`config.mk`:
```
export PLATFORM = sky130hd
export DESIGN_NAME = on_off_pattern_sequencer
export DESIGN_NICKNAME = d
export VERILOG_FILES = /design/src/oops_pkg.sv /design/src/oops_in_reg.sv /design/src/oops_core.sv /design/src/on_off_pattern_sequencer.sv
export SDC_FILE = /design/constraint.sdc
export NUM_CORES = 1
export LEC_CHECK = 0
export BUFFER_PORTS_ARGS = -buffer_cell sky130_fd_sc_hd__buf_2
export CAP_MARGIN = 25
export CORE_ASPECT_RATIO = 0.8
export CORE_UTILIZATION = 45
export DETAILED_ROUTE_END_ITERATION = 8
export HOLD_SLACK_MARGIN = 0.1
export PLACE_DENSITY_LB_ADDON = 0.15
export RECOVER_POWER = 25
export SLEW_MARGIN = 10
export SYNTH_ARGS = -nofsm -noshare
export SYNTH_HDL_FRONTEND = slang
export SYNTH_SLANG_ARGS = --single-unit
```
`constraint.sdc`:
```
create_clock -name clk -period 5.1 [get_ports clk]
set_input_delay 0.765 -clock clk [delete_from_list [all_inputs] [get_ports clk]]
set_output_delay 0.765 -clock clk [all_outputs]
set_load 0.05 [all_outputs]
```
`src/oops_pkg.sv`:
```
`default_nettype none

package oops_pkg;

  // pattern queue geometry
  localparam int FIFO_DEPTH = 16;
  localparam int PTR_W      = $clog2(FIFO_DEPTH);
  localparam int CNT_W      = $clog2(FIFO_DEPTH + 1);

  // fixed field widths
  localparam int DUR_W    = 16;
  localparam int QUEUED_W = 5;

  // command codes
  typedef enum logic [1:0] {
    CMD_TICK    = 2'd0,
    CMD_VIBRATE = 2'd1,
    CMD_SET     = 2'd2
  } cmd_t;

  // one input item
  typedef struct packed {
    logic [1:0]       command;
    logic             level;
    logic [DUR_W-1:0] duration_ms;
  } cmd_item_t;

  // one result item
  typedef struct packed {
    logic                pin_level;
    logic                motor_on;
    logic [QUEUED_W-1:0] queued;
    logic                timer_armed;
    logic                dropped;
  } res_item_t;

  // one queued pattern entry
  typedef struct packed {
    logic             level;
    logic [DUR_W-1:0] duration;
  } entry_t;

endpackage

`default_nettype wire

```
`src/oops_in_reg.sv`:
```
`default_nettype none

module oops_in_reg (
  input  wire logic               clk,
  input  wire logic               rst,
  input  wire logic               cmd_valid,
  output logic                    cmd_stall,
  input  wire oops_pkg::cmd_item_t cmd_item,
  output logic                    held_valid,
  output oops_pkg::cmd_item_t     held_item,
  input  wire logic               take
);

  logic load;

  // load a new item when empty or when the held one moves on
  assign load      = !held_valid || take;
  assign cmd_stall = held_valid && !take;

  // valid flag
  always_ff @(posedge clk) begin
    if (rst) begin
      held_valid <= 1'b0;
    end else if (load) begin
      held_valid <= cmd_valid;
    end
  end

  // item payload
  always_ff @(posedge clk) begin
    if (load && cmd_valid) begin
      held_item <= cmd_item;
    end
  end

endmodule

`default_nettype wire

```
`src/oops_core.sv`:
```
`default_nettype none

module oops_core (
  input  wire logic                clk,
  input  wire logic                rst,
  input  wire logic                held_valid,
  input  wire oops_pkg::cmd_item_t held_item,
  output logic                     take,
  input  wire logic                pin_invert,
  output logic                     res_valid,
  input  wire logic                res_stall,
  output oops_pkg::res_item_t      res_item
);

  // pattern queue storage
  oops_pkg::entry_t fifo [oops_pkg::FIFO_DEPTH];

  // sequencer state
  logic                               motor_state, motor_state_next;
  logic [oops_pkg::CNT_W-1:0]         fifo_count, fifo_count_next;
  logic [oops_pkg::PTR_W-1:0]         fifo_head, fifo_head_next;
  logic [oops_pkg::PTR_W-1:0]         fifo_tail, fifo_tail_next;
  logic [oops_pkg::DUR_W-1:0]         ticks_left, ticks_left_next;
  logic                               armed, armed_next;
  logic                               dropped;
  logic                               push;
  oops_pkg::entry_t                   head_entry;
  oops_pkg::entry_t                   push_entry;

  localparam logic [oops_pkg::PTR_W-1:0] LAST_SLOT = oops_pkg::PTR_W'(oops_pkg::FIFO_DEPTH - 1);
  localparam logic [oops_pkg::CNT_W-1:0] FULL_CNT  = oops_pkg::CNT_W'(oops_pkg::FIFO_DEPTH);

  // the held item moves on when the result register is free
  assign take = held_valid && (!res_valid || !res_stall);

  assign head_entry = fifo[fifo_head];
  assign push_entry = '{level: held_item.level, duration: held_item.duration_ms};

  // next state for the held item
  always_comb begin
    motor_state_next = motor_state;
    fifo_count_next  = fifo_count;
    fifo_head_next   = fifo_head;
    fifo_tail_next   = fifo_tail;
    ticks_left_next  = ticks_left;
    armed_next       = armed;
    dropped          = 1'b0;
    push             = 1'b0;
    case (held_item.command)
      oops_pkg::CMD_TICK: begin
        if (armed) begin
          if (ticks_left > oops_pkg::DUR_W'(1)) begin
            ticks_left_next = ticks_left - oops_pkg::DUR_W'(1);
          end else if (fifo_count == '0) begin
            // queue ran dry: motor off, countdown stops
            motor_state_next = 1'b0;
            armed_next       = 1'b0;
            ticks_left_next  = '0;
          end else begin
            // pop the head entry and hold its level
            fifo_head_next   = (fifo_head == LAST_SLOT) ? '0 : fifo_head + oops_pkg::PTR_W'(1);
            fifo_count_next  = fifo_count - oops_pkg::CNT_W'(1);
            motor_state_next = head_entry.level;
            ticks_left_next  = (head_entry.duration == '0) ? oops_pkg::DUR_W'(1)
                                                           : head_entry.duration;
          end
        end
      end
      oops_pkg::CMD_VIBRATE: begin
        if (!held_item.level && held_item.duration_ms == '0) begin
          // stop request clears everything
          fifo_count_next  = '0;
          fifo_head_next   = '0;
          fifo_tail_next   = '0;
          armed_next       = 1'b0;
          ticks_left_next  = '0;
          motor_state_next = 1'b0;
        end else if (fifo_count >= FULL_CNT) begin
          dropped = 1'b1;
        end else begin
          push            = 1'b1;
          fifo_tail_next  = (fifo_tail == LAST_SLOT) ? '0 : fifo_tail + oops_pkg::PTR_W'(1);
          fifo_count_next = fifo_count + oops_pkg::CNT_W'(1);
          // first entry re-arms the countdown for one tick
          if (fifo_count == '0) begin
            armed_next      = 1'b1;
            ticks_left_next = oops_pkg::DUR_W'(1);
          end
        end
      end
      oops_pkg::CMD_SET: begin
        motor_state_next = held_item.level;
      end
      default: begin
      end
    endcase
  end

  // state registers
  always_ff @(posedge clk) begin
    if (rst) begin
      motor_state <= 1'b0;
      fifo_count  <= '0;
      fifo_head   <= '0;
      fifo_tail   <= '0;
      ticks_left  <= '0;
      armed       <= 1'b0;
    end else if (take) begin
      motor_state <= motor_state_next;
      fifo_count  <= fifo_count_next;
      fifo_head   <= fifo_head_next;
      fifo_tail   <= fifo_tail_next;
      ticks_left  <= ticks_left_next;
      armed       <= armed_next;
    end
  end

  // queue write
  always_ff @(posedge clk) begin
    if (take && push) begin
      fifo[fifo_tail] <= push_entry;
    end
  end

  // result valid
  always_ff @(posedge clk) begin
    if (rst) begin
      res_valid <= 1'b0;
    end else if (take) begin
      res_valid <= 1'b1;
    end else if (!res_stall) begin
      res_valid <= 1'b0;
    end
  end

  // result payload
  always_ff @(posedge clk) begin
    if (take) begin
      res_item.pin_level   <= motor_state_next ^ pin_invert;
      res_item.motor_on    <= motor_state_next;
      res_item.queued      <= oops_pkg::QUEUED_W'(fifo_count_next);
      res_item.timer_armed <= armed_next;
      res_item.dropped     <= dropped;
    end
  end

endmodule

`default_nettype wire

```
`src/on_off_pattern_sequencer.sv`:
```
// Vibration motor pattern player.
// cmd channel (cmd_valid / cmd_stall / cmd_item), unless stalled, takes one
// item per cycle: a millisecond tick, a vibrate request (level and duration)
// or a direct level set. Vibrate requests wait in a 16-entry pattern queue;
// a request with level 0 and duration 0 stops playback and empties the queue.
// res channel (res_valid / res_stall / res_item) gives one result per item:
// pin level, motor state, queue fill, countdown armed and a dropped flag for
// a request that found the queue full.
// cfg channel (cfg_valid / cfg_ready / cfg_data) writes the pin inversion bit;
// it is always ready and is meant to be written while no item is in flight.
// The path from input acceptance to result runs through one input register,
// then the state update and result register. Throughput is one item per cycle
// while res_stall does not hold a result; the state update between those two
// registers is combinational.
// When res_stall holds a result, the next item waits in the input register
// and cmd_stall rises only once that register is occupied too.
// Synchronous reset turns the motor off, empties the queue, disarms the
// countdown and clears the pin inversion bit.
`default_nettype none

module on_off_pattern_sequencer (
  input  wire logic                clk,
  input  wire logic                rst,
  input  wire logic                cmd_valid,
  output logic                     cmd_stall,
  input  wire oops_pkg::cmd_item_t cmd_item,
  output logic                     res_valid,
  input  wire logic                res_stall,
  output oops_pkg::res_item_t      res_item,
  input  wire logic                cfg_valid,
  output logic                     cfg_ready,
  input  wire logic                cfg_data
);

  logic                held_valid;
  oops_pkg::cmd_item_t held_item;
  logic                take;
  logic                pin_invert;

  // configuration register
  assign cfg_ready = 1'b1;

  always_ff @(posedge clk) begin
    if (rst) begin
      pin_invert <= 1'b0;
    end else if (cfg_valid && cfg_ready) begin
      pin_invert <= cfg_data;
    end
  end

  // input register
  oops_in_reg u_in_reg (
    .clk        (clk),
    .rst        (rst),
    .cmd_valid  (cmd_valid),
    .cmd_stall  (cmd_stall),
    .cmd_item   (cmd_item),
    .held_valid (held_valid),
    .held_item  (held_item),
    .take       (take)
  );

  // state update and result register
  oops_core u_core (
    .clk        (clk),
    .rst        (rst),
    .held_valid (held_valid),
    .held_item  (held_item),
    .take       (take),
    .pin_invert (pin_invert),
    .res_valid  (res_valid),
    .res_stall  (res_stall),
    .res_item   (res_item)
  );

  // queue fill never exceeds its depth
  assert property (@(posedge clk) disable iff (rst)
    res_valid |-> res_item.queued <= oops_pkg::QUEUED_W'(oops_pkg::FIFO_DEPTH))
    else $error("queue fill above depth");

  // a dropped request only happens with a full queue
  assert property (@(posedge clk) disable iff (rst)
    res_valid && res_item.dropped
      |-> res_item.queued == oops_pkg::QUEUED_W'(oops_pkg::FIFO_DEPTH))
    else $error("request dropped with room in queue");

  // a stopped countdown leaves nothing queued
  assert property (@(posedge clk) disable iff (rst)
    res_valid && !res_item.timer_armed |-> res_item.queued == '0)
    else $error("entries queued while countdown is disarmed");

  // input stalls only behind a blocked result
  assert property (@(posedge clk) disable iff (rst)
    cmd_stall |-> res_valid && res_stall)
    else $error("input stalled without output back-pressure");

endmodule

`default_nettype wire
```
==> impl_metrics.toml, run 1 <==
[place]
placed_cell_area_um2 = 14300
numPortBuffers = 35
placed_cells = 1215
gp_congestion = 0.905
place_ws_ns = 1.52
hpwl_um = 19800

[pwr]
p_sw_share_pct = 20.3
power_switching_mw = 1.17
clkPwrFrac_pct = 44.3
finalPower_mw = 5.77
comb_power_share_pct = 2.3
peakVddDrop_uv = 279
power.density_nw_per_um2 = 372
sequentialPowerShare_pct = 53.4
internal-power_mw = 4.60
p_leak_nw = 4.94

[timing]
finalSetupViolCount = 0
tightest_slew_ns = 1.05
fmax_mhz = 272
setup_ws_ns = 1.43
final.setup.tns_ns = 0
fin_skew_ns = 0.0210
holdWs_ns = 0.410
finalHoldViolCount = 0
drv_slew = 0
period_minus_slack_ns = 3.67
slew_headroom_pct = 30.1
timing.final.crit_share_pct = 72.0
rsz0062_at_grt = "false"

[final_layout]
layout_commonest_cell = "edfxtp_1"
mostFrequentLayoutCells = "edfxtp_1 (300), mux4_2 (70), nor2_1 (58), nand2_1 (38), dfxtp_1 (36)"
final_area_um2 = 15500
drive_gt1_share_pct = 21.6
fin_cells = 1282
final_core_util_pct = 52.4
diodes = 0
synthToLayoutAreaGrowth_pct = 13.3
final_net_count = 886

[drt]
drc = 0
dr.pass1.iters = 8
vias = 7525
viasPerCell = 5.87
drtIter0Drc = 710
antenna_left = 0
wirelength_um = 30900
wl_per_cell_um = 24.1

[global_route]
globalRouteOverflowTotal = 0
antenna_found_initial = 0
grt_usage_pct = 20.5
grt_max_degree = 53
grt_pass1_vias = 7398
grt_pass1_wl_um = 46300

[status]
status = "finished clean"

[setup_path]
timing.rr.start = "u_in_reg.held_item[16]$_DFFE_PP_"
end_kind = "register"
cp-startpoint = "u_in_reg.held_item[16]$_DFFE_PP_"
worstReg2RegEnd = "u_core.fifo[4][0]$_DFFE_PP_"
cp-start-kind = "register"
ff2ff_setup_slack_ns = 1.43
critPathMaxFanout = 18
arrival_ns = 3.80
reg2reg_depth = 7
worstPathRequired_ns = 5.23
worstSetupPathType = "reg -> reg"

[synth]
synth_top_family_by_area = "multiplexers"
ys_seq_elements = 338
synth_compound_area_share_pct = 6.25
yosysSeqAreaShare_pct = 71.5
ys_top_cells_by_area = "edfxtp_1 (66%), mux4_2 (12%), dfxtp_1 (5.6%), a22oi_1 (1.8%), nor2_1 (1.6%)"
yosys.area_share.adder_pct = 0.824
synth_cell_type_count = 61
synthArstFlopShare_pct = 0
netlist_area_um2 = 13700
synth_edf_count = 300
synth_cells = 800
synth-main-ff-cell = "edfxtp_1"
synth_fp_nets = 834
synthSimpleGateAreaFrac_pct = 6.90
synthMuxAreaShare_pct = 11.8
synth_top_area_share_pct = 65.9
yosys_warnings = 0
yosysTopAreaCell = "edfxtp_1"
synth.avg_cell_area_um2 = 17.1
synth-xor-area-share_pct = 0.449

[clock_network]
cts_hold_repair.buffers = 0
clk_path_buf_depth = 3
clock_latency_ns = 0.53
clockRootBuffer = "clkbuf_16"
cts_buffers = 35
cts.clk_slew.worst_paths_ns = 0.06
cts_resized = 0
postCtsSetupBuffers = 0
cts_tree = "yes"
cts_sinks = 338
cts-htree-levels = 2

[die]
core_area_um2 = 29600
core.rowCount = 56
pin_count = 37
die_h_um = 158
die_w_um = 197
start_util_pct = 46.2
die_area_um2 = 31100

[worst_hold_path]
hold_path_end = "u_in_reg.held_item[1]$_DFFE_PP_"
hold_depth = 1
hold_class = "in -> reg"
hold_start = "cmd_item[1]"

[run]
drv_cap = 0
## kinds of logic after synthesis
kind of cell / count (synthesis)
other: 1
DFF: 338
and+or+nand+nor: 183
AOI/OAI and AO/OA: 130
muxes: 74
adders and majority gates: 9
buffers and inverters: 58
xor gates and xnor gates: 7
## Yosys cell counts, drive strengths merged, types with 3 or more instances
library cell / number
a31oi: 6
a22oi: 34
xor2: 6
nand4: 9
nor4b: 6
nor2b: 6
nand3: 13
a221oi: 5
nor2: 58
nand2: 38
dfxtp: 38
and2: 10
edfxtp: 300
nor3: 12
o21ai: 27
o211ai: 3
ha: 9
nor3b: 3
nor4: 14
mux2i: 3
buf: 16
inv: 15
a21oi: 32
mux4: 70
and3: 6
clkbuf: 26
## flip-flops by register name, summed over array words and instances, names as in the netlist, named ones only
signal,cells
pin_invert,1
u_core.armed,1
u_core.fifo,272
u_core.fifo_count,5
u_core.fifo_head,4
u_core.fifo_tail,4
u_core.motor_state,1
u_core.res_item,9
u_core.res_valid,1
u_core.ticks_left,16
u_in_reg.held_item,19
u_in_reg.held_valid,1
## layer usage
| layer | share of wire, % | track usage [%] | vias up |
|---|---|---|---|
| met5 | 0 | 0 | - |
| met4 | 2.6 | 6.53 | 0 |
| met3 | 7.0 | 3.77 | 49 |
| met2 | 46 | 31.8 | 333 |
| met1 | 44 | 29.6 | 3820 |
| li1 | - | - | 3323 |
## how the worst max path moves through the flow
| stage | end | cells past startpoint | slack, ns |
|---|---|---|---|
| global placement | u_core.fifo[11][12]$_DFFE_PP_ | 7 | 1.76 |
| detailed placement | u_core.fifo[7][10]$_DFFE_PP_ | 7 | 1.52 |
| finish | u_core.fifo[4][0]$_DFFE_PP_ | 7 | 1.43 |
| CTS | u_core.fifo[4][0]$_DFFE_PP_ | 6 | 1.64 |
| global route | u_core.fifo[7][16]$_DFFE_PP_ | 7 | 1.24 |
| floorplan | u_core.fifo[1][0]$_DFFE_PP_ | 5 | 1.33 |
## critical path, stage by stage (launching register included)
cell,delay (ns)
edfxtp_1,0.31
clkbuf_1,0.63
nor4_1,0.13
nand4_1,0.28
or2_2,0.22
nand3_1,0.34
nor3b_1,0.47
and2_1,0.89
## power groups by stage
stage	clock network [mW]	registers (mW)	logic, mW
after floorplan	0	3.13	0.0802
after global routing	2.71	3.08	0.143
after detailed placement	0	3.14	0.133
final	2.56	3.08	0.132
after CTS	2.60	3.08	0.133
after global placement	0	3.13	0.130
## layout make-up
cell class | instances | area [um^2]
inverter | 16 | 60.1
sequential | 338 | 9770
tap | 406 | 508
timing repair buffer | 57 | 394
multi-input combinational | 404 | 3620
clock buffer | 41 | 898
clock inverter | 20 | 235
fill | 2370 | 14100
Note: power is estimated with default switching activity, not from simulation.
==> run 2: changes to the inputs <==
- clock period: 5.1 -> 3.05 ns (I/O delays scaled with it)
==> run 2 against run 1 <==
  * The flow now finishes with violations (capacitance limit, slew limit)
  * Maximum frequency increased by 28%
  * Global-route usage rose by 2.2 points
  * Register-to-register slack worse by 1.2 ns
  * Combinational power grew to 2.5 times the previous value
  * Die area stayed put
  * Non-clock buffer count increased by 51
  * Sequential power increased by 65%
  * Clock skew rose by 0.0047 ns
  * Core utilization rose by 1.7 points
  * Critical path depth unchanged
  * Cell area up 3.2%
  * Largest cell class unchanged
==> impl_metrics.toml, run 2 (synthesized netlist as in run 1, its figures left out) <==
[drt]
dr.pass1.iters = 7
viasPerCell = 5.86
wl_per_cell_um = 25.2
drc = 0
vias = 7840
drtIter0Drc = 832
antenna_left = 0
wirelength_um = 33600

[clock_network]
cts-htree-levels = 2
clk_path_buf_depth = 3
cts_tree = "yes"
cts_resized = 0
cts.clk_slew.worst_paths_ns = 0.06
cts_sinks = 338
cts_buffers = 36
clock_latency_ns = 0.52
clockRootBuffer = "clkbuf_16"

[final_layout]
reg.largest.list = "u_core.fifo: 272 flops, u_in_reg.held_item: 19 flops, u_core.ticks_left: 16 flops"
fill_cells = 2396
final_net_count = 938
fin_cells = 1337
diodes = 0
largest_reg_flops = 272
synthToLayoutAreaGrowth_pct = 17.0
mostFrequentLayoutCells = "edfxtp_1 (300), mux4_2 (70), nor2_1 (58), buf_4 (50), nand2_1 (38)"
drive_gt1_share_pct = 24.5
largest_register = "u_core.fifo"
layout_commonest_cell = "edfxtp_1"

[die]
die_area_um2 = 31100
start_util_pct = 46.2
die_h_um = 158
core_area_um2 = 29600
die_w_um = 197
pin_count = 37
core.rowCount = 56

[timing]
rsz0062_at_grt = "false"
fin_skew_ns = 0.0257
period_minus_slack_ns = 2.87
drv_slew = 35
fmax_mhz = 349
timing.final.crit_share_pct = 94.0
finalHoldViolCount = 0
slew_headroom_pct = -16.3
finalSetupViolCount = 0
tightest_slew_ns = 1.74

[pwr]
peakVddDrop_uv = 599
finalPower_mw = 9.83
power.density_nw_per_um2 = 614
p_leak_nw = 5.21

[global_route]
grt_pass1_wl_um = 50800
globalRouteOverflowTotal = 0
antenna_found_initial = 3
grt_usage_pct = 22.7
grt_pass1_vias = 7995
grt_max_degree = 38

[setup_path]
ff2ff_setup_slack_ns = 0.18
worstPathRequired_ns = 3.41
critPathMaxFanout = 7
timing.rr.start = "u_core.ticks_left[10]$_SDFFE_PP0P_"
cp-startpoint = "u_core.ticks_left[10]$_SDFFE_PP0P_"
end_kind = "register"
worstReg2RegEnd = "u_core.ticks_left[0]$_SDFFE_PP0P_"
worstSetupPathType = "reg -> reg"
cp-start-kind = "register"
arrival_ns = 3.22
reg2reg_depth = 7
cp-endpoint = "u_core.ticks_left[0]$_SDFFE_PP0P_"

[status]
violations = "capacitance limit, slew limit"
status = "finished with violations"

[place]
placed_cells = 1268
hpwl_um = 22400
gp_congestion = 0.936
numPortBuffers = 35

[worst_hold_path]
hold_class = "in -> reg"

[run]
drv_cap = 1
-- run 2: cell types whose count changed in the layout (fill, tap and decap cells not counted), moves of 2 or more --
cell           previous run  this run
dlygate4sd3_1             0         3
buf_4                    13        50
clkbuf_1                 10        17
buf_12                    1        11
clkinv_1                  6        12
buf_2                    32        29
buf_8                     6         0
clkinvlp_4                2         0
clkbuf_8                  0         2
inv_6                     3         1
clkinv_8                  0         2
-- run 2: final cells by class --
class / count / area [um^2] / area share, %
Sequential cell: 338 / 9770 / 61.1
Multi-Input combinational cell: 404 / 3620 / 22.6
Clock buffer: 40 / 936 / 5.85
Timing Repair Buffer: 108 / 827 / 5.17
Tap cell: 406 / 508 / 3.18
Clock inverter: 25 / 263 / 1.64
Inverter: 16 / 60.1 / 0.376
-- run 2: worst min path at each step --
| stage | cells after the start | slack (ns) | end | start |
|---|---|---|---|---|
| final | 1 | 0.12 | u_in_reg.held_item[14]$_DFFE_PP_ | cmd_item[14] |
| after global routing | 1 | 0.10 | u_in_reg.held_item[3]$_DFFE_PP_ | cmd_item[3] |
| after CTS | 1 | 0.10 | u_in_reg.held_item[3]$_DFFE_PP_ | cmd_item[3] |
| after detailed placement | 2 | 0.48 | u_core.ticks_left[15]$_SDFFE_PP0P_ | u_core.ticks_left[15]$_SDFFE_PP0P_ |
| after global placement | 2 | 0.47 | u_core.res_valid$_SDFFE_PP0P_ | u_in_reg.held_valid$_SDFFE_PP0N_ |
| after floorplan | 2 | 0.45 | u_core.res_valid$_SDFFE_PP0P_ | u_in_reg.held_valid$_SDFFE_PP0N_ |
-- run 2: metal layers --
layer,GRT usage (%),wire (um),vias up
met3,5.16,2760,52
met4,6.61,774,0
met1,33.5,15300,4017
met5,0,0,-
met2,33.8,14800,328
li1,-,-,3443
-- run 2: power by group --
group	total, mW	switching (mW)	internal, mW
logic	0.332	0.229	0.104
clock network	4.40	1.76	2.64
registers	5.09	0.0222	5.07
-- run 2: repair_timing --
item | in CTS | in global routing
setup endpoints to repair | 0 | 0
endpoints found under the hold margin | 3 | 0
buffers inserted | 0 | 0
hold buffers | 3 | 0
-- run 2: through the flow --
step | setup WS [ns] | TNS (ns) | utilization [%] | hold slack [ns] | cell area (um^2)
after floorplan | -0.499 | -32.83 | - | 0.451 | 13700
after global placement | 0.118 | 0 | 50.0 | 0.473 | 14800
after detailed placement | 0.226 | 0 | 50.0 | 0.485 | 14800
after CTS | 0.205 | 0 | 54.2 | 0.100 | 16000
after global routing | 0.131 | 0 | 54.1 | 0.102 | 16000
final | 0.183 | 0 | 54.1 | 0.116 | 16000
-- run 2: worst max-delay path, cell delays in order, from the launching register on --
cell and delay (ns):
dfxtp_1 0.36, nor4_1 0.58, o2111ai_1 0.24, buf_4 0.23, nor2_1 0.35, nor2_1 0.10, a2111oi_0 0.79, a211oi_1 0.08
==> run 3: changes to the inputs <==
- CORE_UTILIZATION: 45 -> 35
- CTS_BUF_LIST: unset -> sky130_fd_sc_hd__clkbuf_8
==> run 3 against run 2 <==
  * Worst hold slack improved by 0.29 ns
  * The flow now finishes without violations
  * Critical path depth rose by 1
  * Cell area is 1.2% higher
  * Maximum frequency is 8.7% higher
  * Global-route usage shrank 4.1 points
  * Sequential share of layout area down 0.74 points
  * Die area grew 28%
  * Final cell count up 12%
  * Total power down 8.9%
  * Via count rose by 2.1%
  * Flip-flop and latch count unchanged
==> impl_metrics.toml, run 3 (synthesized netlist as in run 1, its figures left out) <==
[clock_network]
cts_resized = 0
cts_buffers = 53
clk_path_buf_depth = 3
cts_tree = "yes"
cts-htree-levels = 2
cts.clk_slew.worst_paths_ns = 0.07
cts_sinks = 338
clockRootBuffer = "clkbuf_8"
clock_latency_ns = 0.61
cts_hold_repair.buffers = 23
postCtsSetupBuffers = 0

[global_route]
grt_pass1_vias = 8078
antenna_found_initial = 0
grt_max_degree = 35
grt_usage_pct = 18.6
globalRouteOverflowTotal = 0
grt_pass1_wl_um = 53500

[place]
place_ws_ns = 0.384
hpwl_um = 23800
numPortBuffers = 35
gp_congestion = 0.833
placed_cells = 1375

[status]
status = "finished clean"

[die]
die_h_um = 179
pin_count = 37
die_area_um2 = 39900
core.rowCount = 64
start_util_pct = 35.6
core_area_um2 = 38400
die_w_um = 223

[setup_path]
critPathMaxFanout = 13
worstPathRequired_ns = 3.56
arrival_ns = 3.15
worstSetupPathType = "reg -> reg"
cp-start-kind = "register"
end_kind = "register"

[drt]
wirelength_um = 36200
dr.pass1.iters = 5
antenna_left = 0
wl_per_cell_um = 24.1
drc = 0
vias = 8003
viasPerCell = 5.34
drtIter0Drc = 780

[worst_hold_path]
hold_start = "rst"
hold_class = "in -> reg"

[final_layout]
drive_gt1_share_pct = 25.6
reg.largest.list = "u_core.fifo: 272 flops, u_in_reg.held_item: 19 flops, u_core.ticks_left: 16 flops"
fin_cells = 1499
synthToLayoutAreaGrowth_pct = 18.4
final_core_util_pct = 42.2
largest_reg_flops = 272
mostFrequentLayoutCells = "edfxtp_1 (300), mux4_2 (70), buf_4 (67), nor2_1 (58), clkbuf_8 (56)"
layout_commonest_cell = "edfxtp_1"
final_net_count = 992
largest_register = "u_core.fifo"

[timing]
fmax_mhz = 379
rsz0062_at_grt = "false"
fin_skew_ns = 0.0311
finalSetupViolCount = 0
tightest_slew_ns = 0.942
timing.final.crit_share_pct = 86.5
slew_headroom_pct = 37.2
setup_ws_ns = 0.412
drv_slew = 0
period_minus_slack_ns = 2.64
finalHoldViolCount = 0
final.setup.tns_ns = 0

[run]
drv_cap = 0

[pwr]
power.density_nw_per_um2 = 553
sequentialPowerShare_pct = 57.0
peakVddDrop_uv = 283
clkPwrFrac_pct = 39.1
p_sw_share_pct = 22.9
comb_power_share_pct = 3.9
power_switching_mw = 2.05
p_leak_nw = 5.33
internal-power_mw = 6.90
## run 3: power groups by stage
stage               Sequential [mW]  Combinational, mW  Clock (mW)
floorplan                      5.23              0.134           0
global placement               5.20              0.331           0
global route                   5.10              0.376        3.80
detailed placement             5.20              0.332           0
finish                         5.10              0.348        3.50
CTS                            5.10              0.356        3.61
## run 3: stage by stage
stage	area (um^2)	power, mW	hold slack [ns]
after floorplan	13700	5.37	0.451
after global placement	15000	5.53	0.475
after detailed placement	15000	5.53	0.475
after CTS	16200	9.07	0.379
after global routing	16200	9.28	0.419
final	16200	8.95	0.402
## run 3: final timing paths
check | end | cells after the start | slack (ns)
max | u_core.ticks_left[0]$_SDFFE_PP0P_ | 8 | 0.41
min | u_in_reg.held_valid$_SDFFE_PP0N_ | 2 | 0.40
max reg2reg | u_core.ticks_left[0]$_SDFFE_PP0P_ | 8 | 0.41
min reg2reg | u_core.ticks_left[15]$_SDFFE_PP0P_ | 2 | 0.49
## run 3: area by class of cell
type / count / area, um^2
clock buffer: 56 / 771
multi-input combinational: 404 / 3620
fill: 3443 / 22200
sequential: 338 / 9780
antenna: 2 / 5.00
inverter: 16 / 60.1
tap: 495 / 619
clock inverter: 43 / 186
timing repair buffer: 145 / 1150
## run 3: critical path, stage by stage (launching register included)
cell      delay (ns)
dfxtp_4         0.47
buf_12          0.22
buf_4           0.18
mux4_2          0.50
a22oi_1         0.34
nand2_1         0.14
nor4_1          0.24
nand4_1         0.19
a211oi_1        0.25
## run 3: per-layer routing
layer  up-vias  wire [um]  track usage, %
met3        55       2120            3.67
met4         0        634            5.00
met5         -          0               0
met1      4155      18000            28.4
met2       238      15400            26.7
li1       3555          -               -
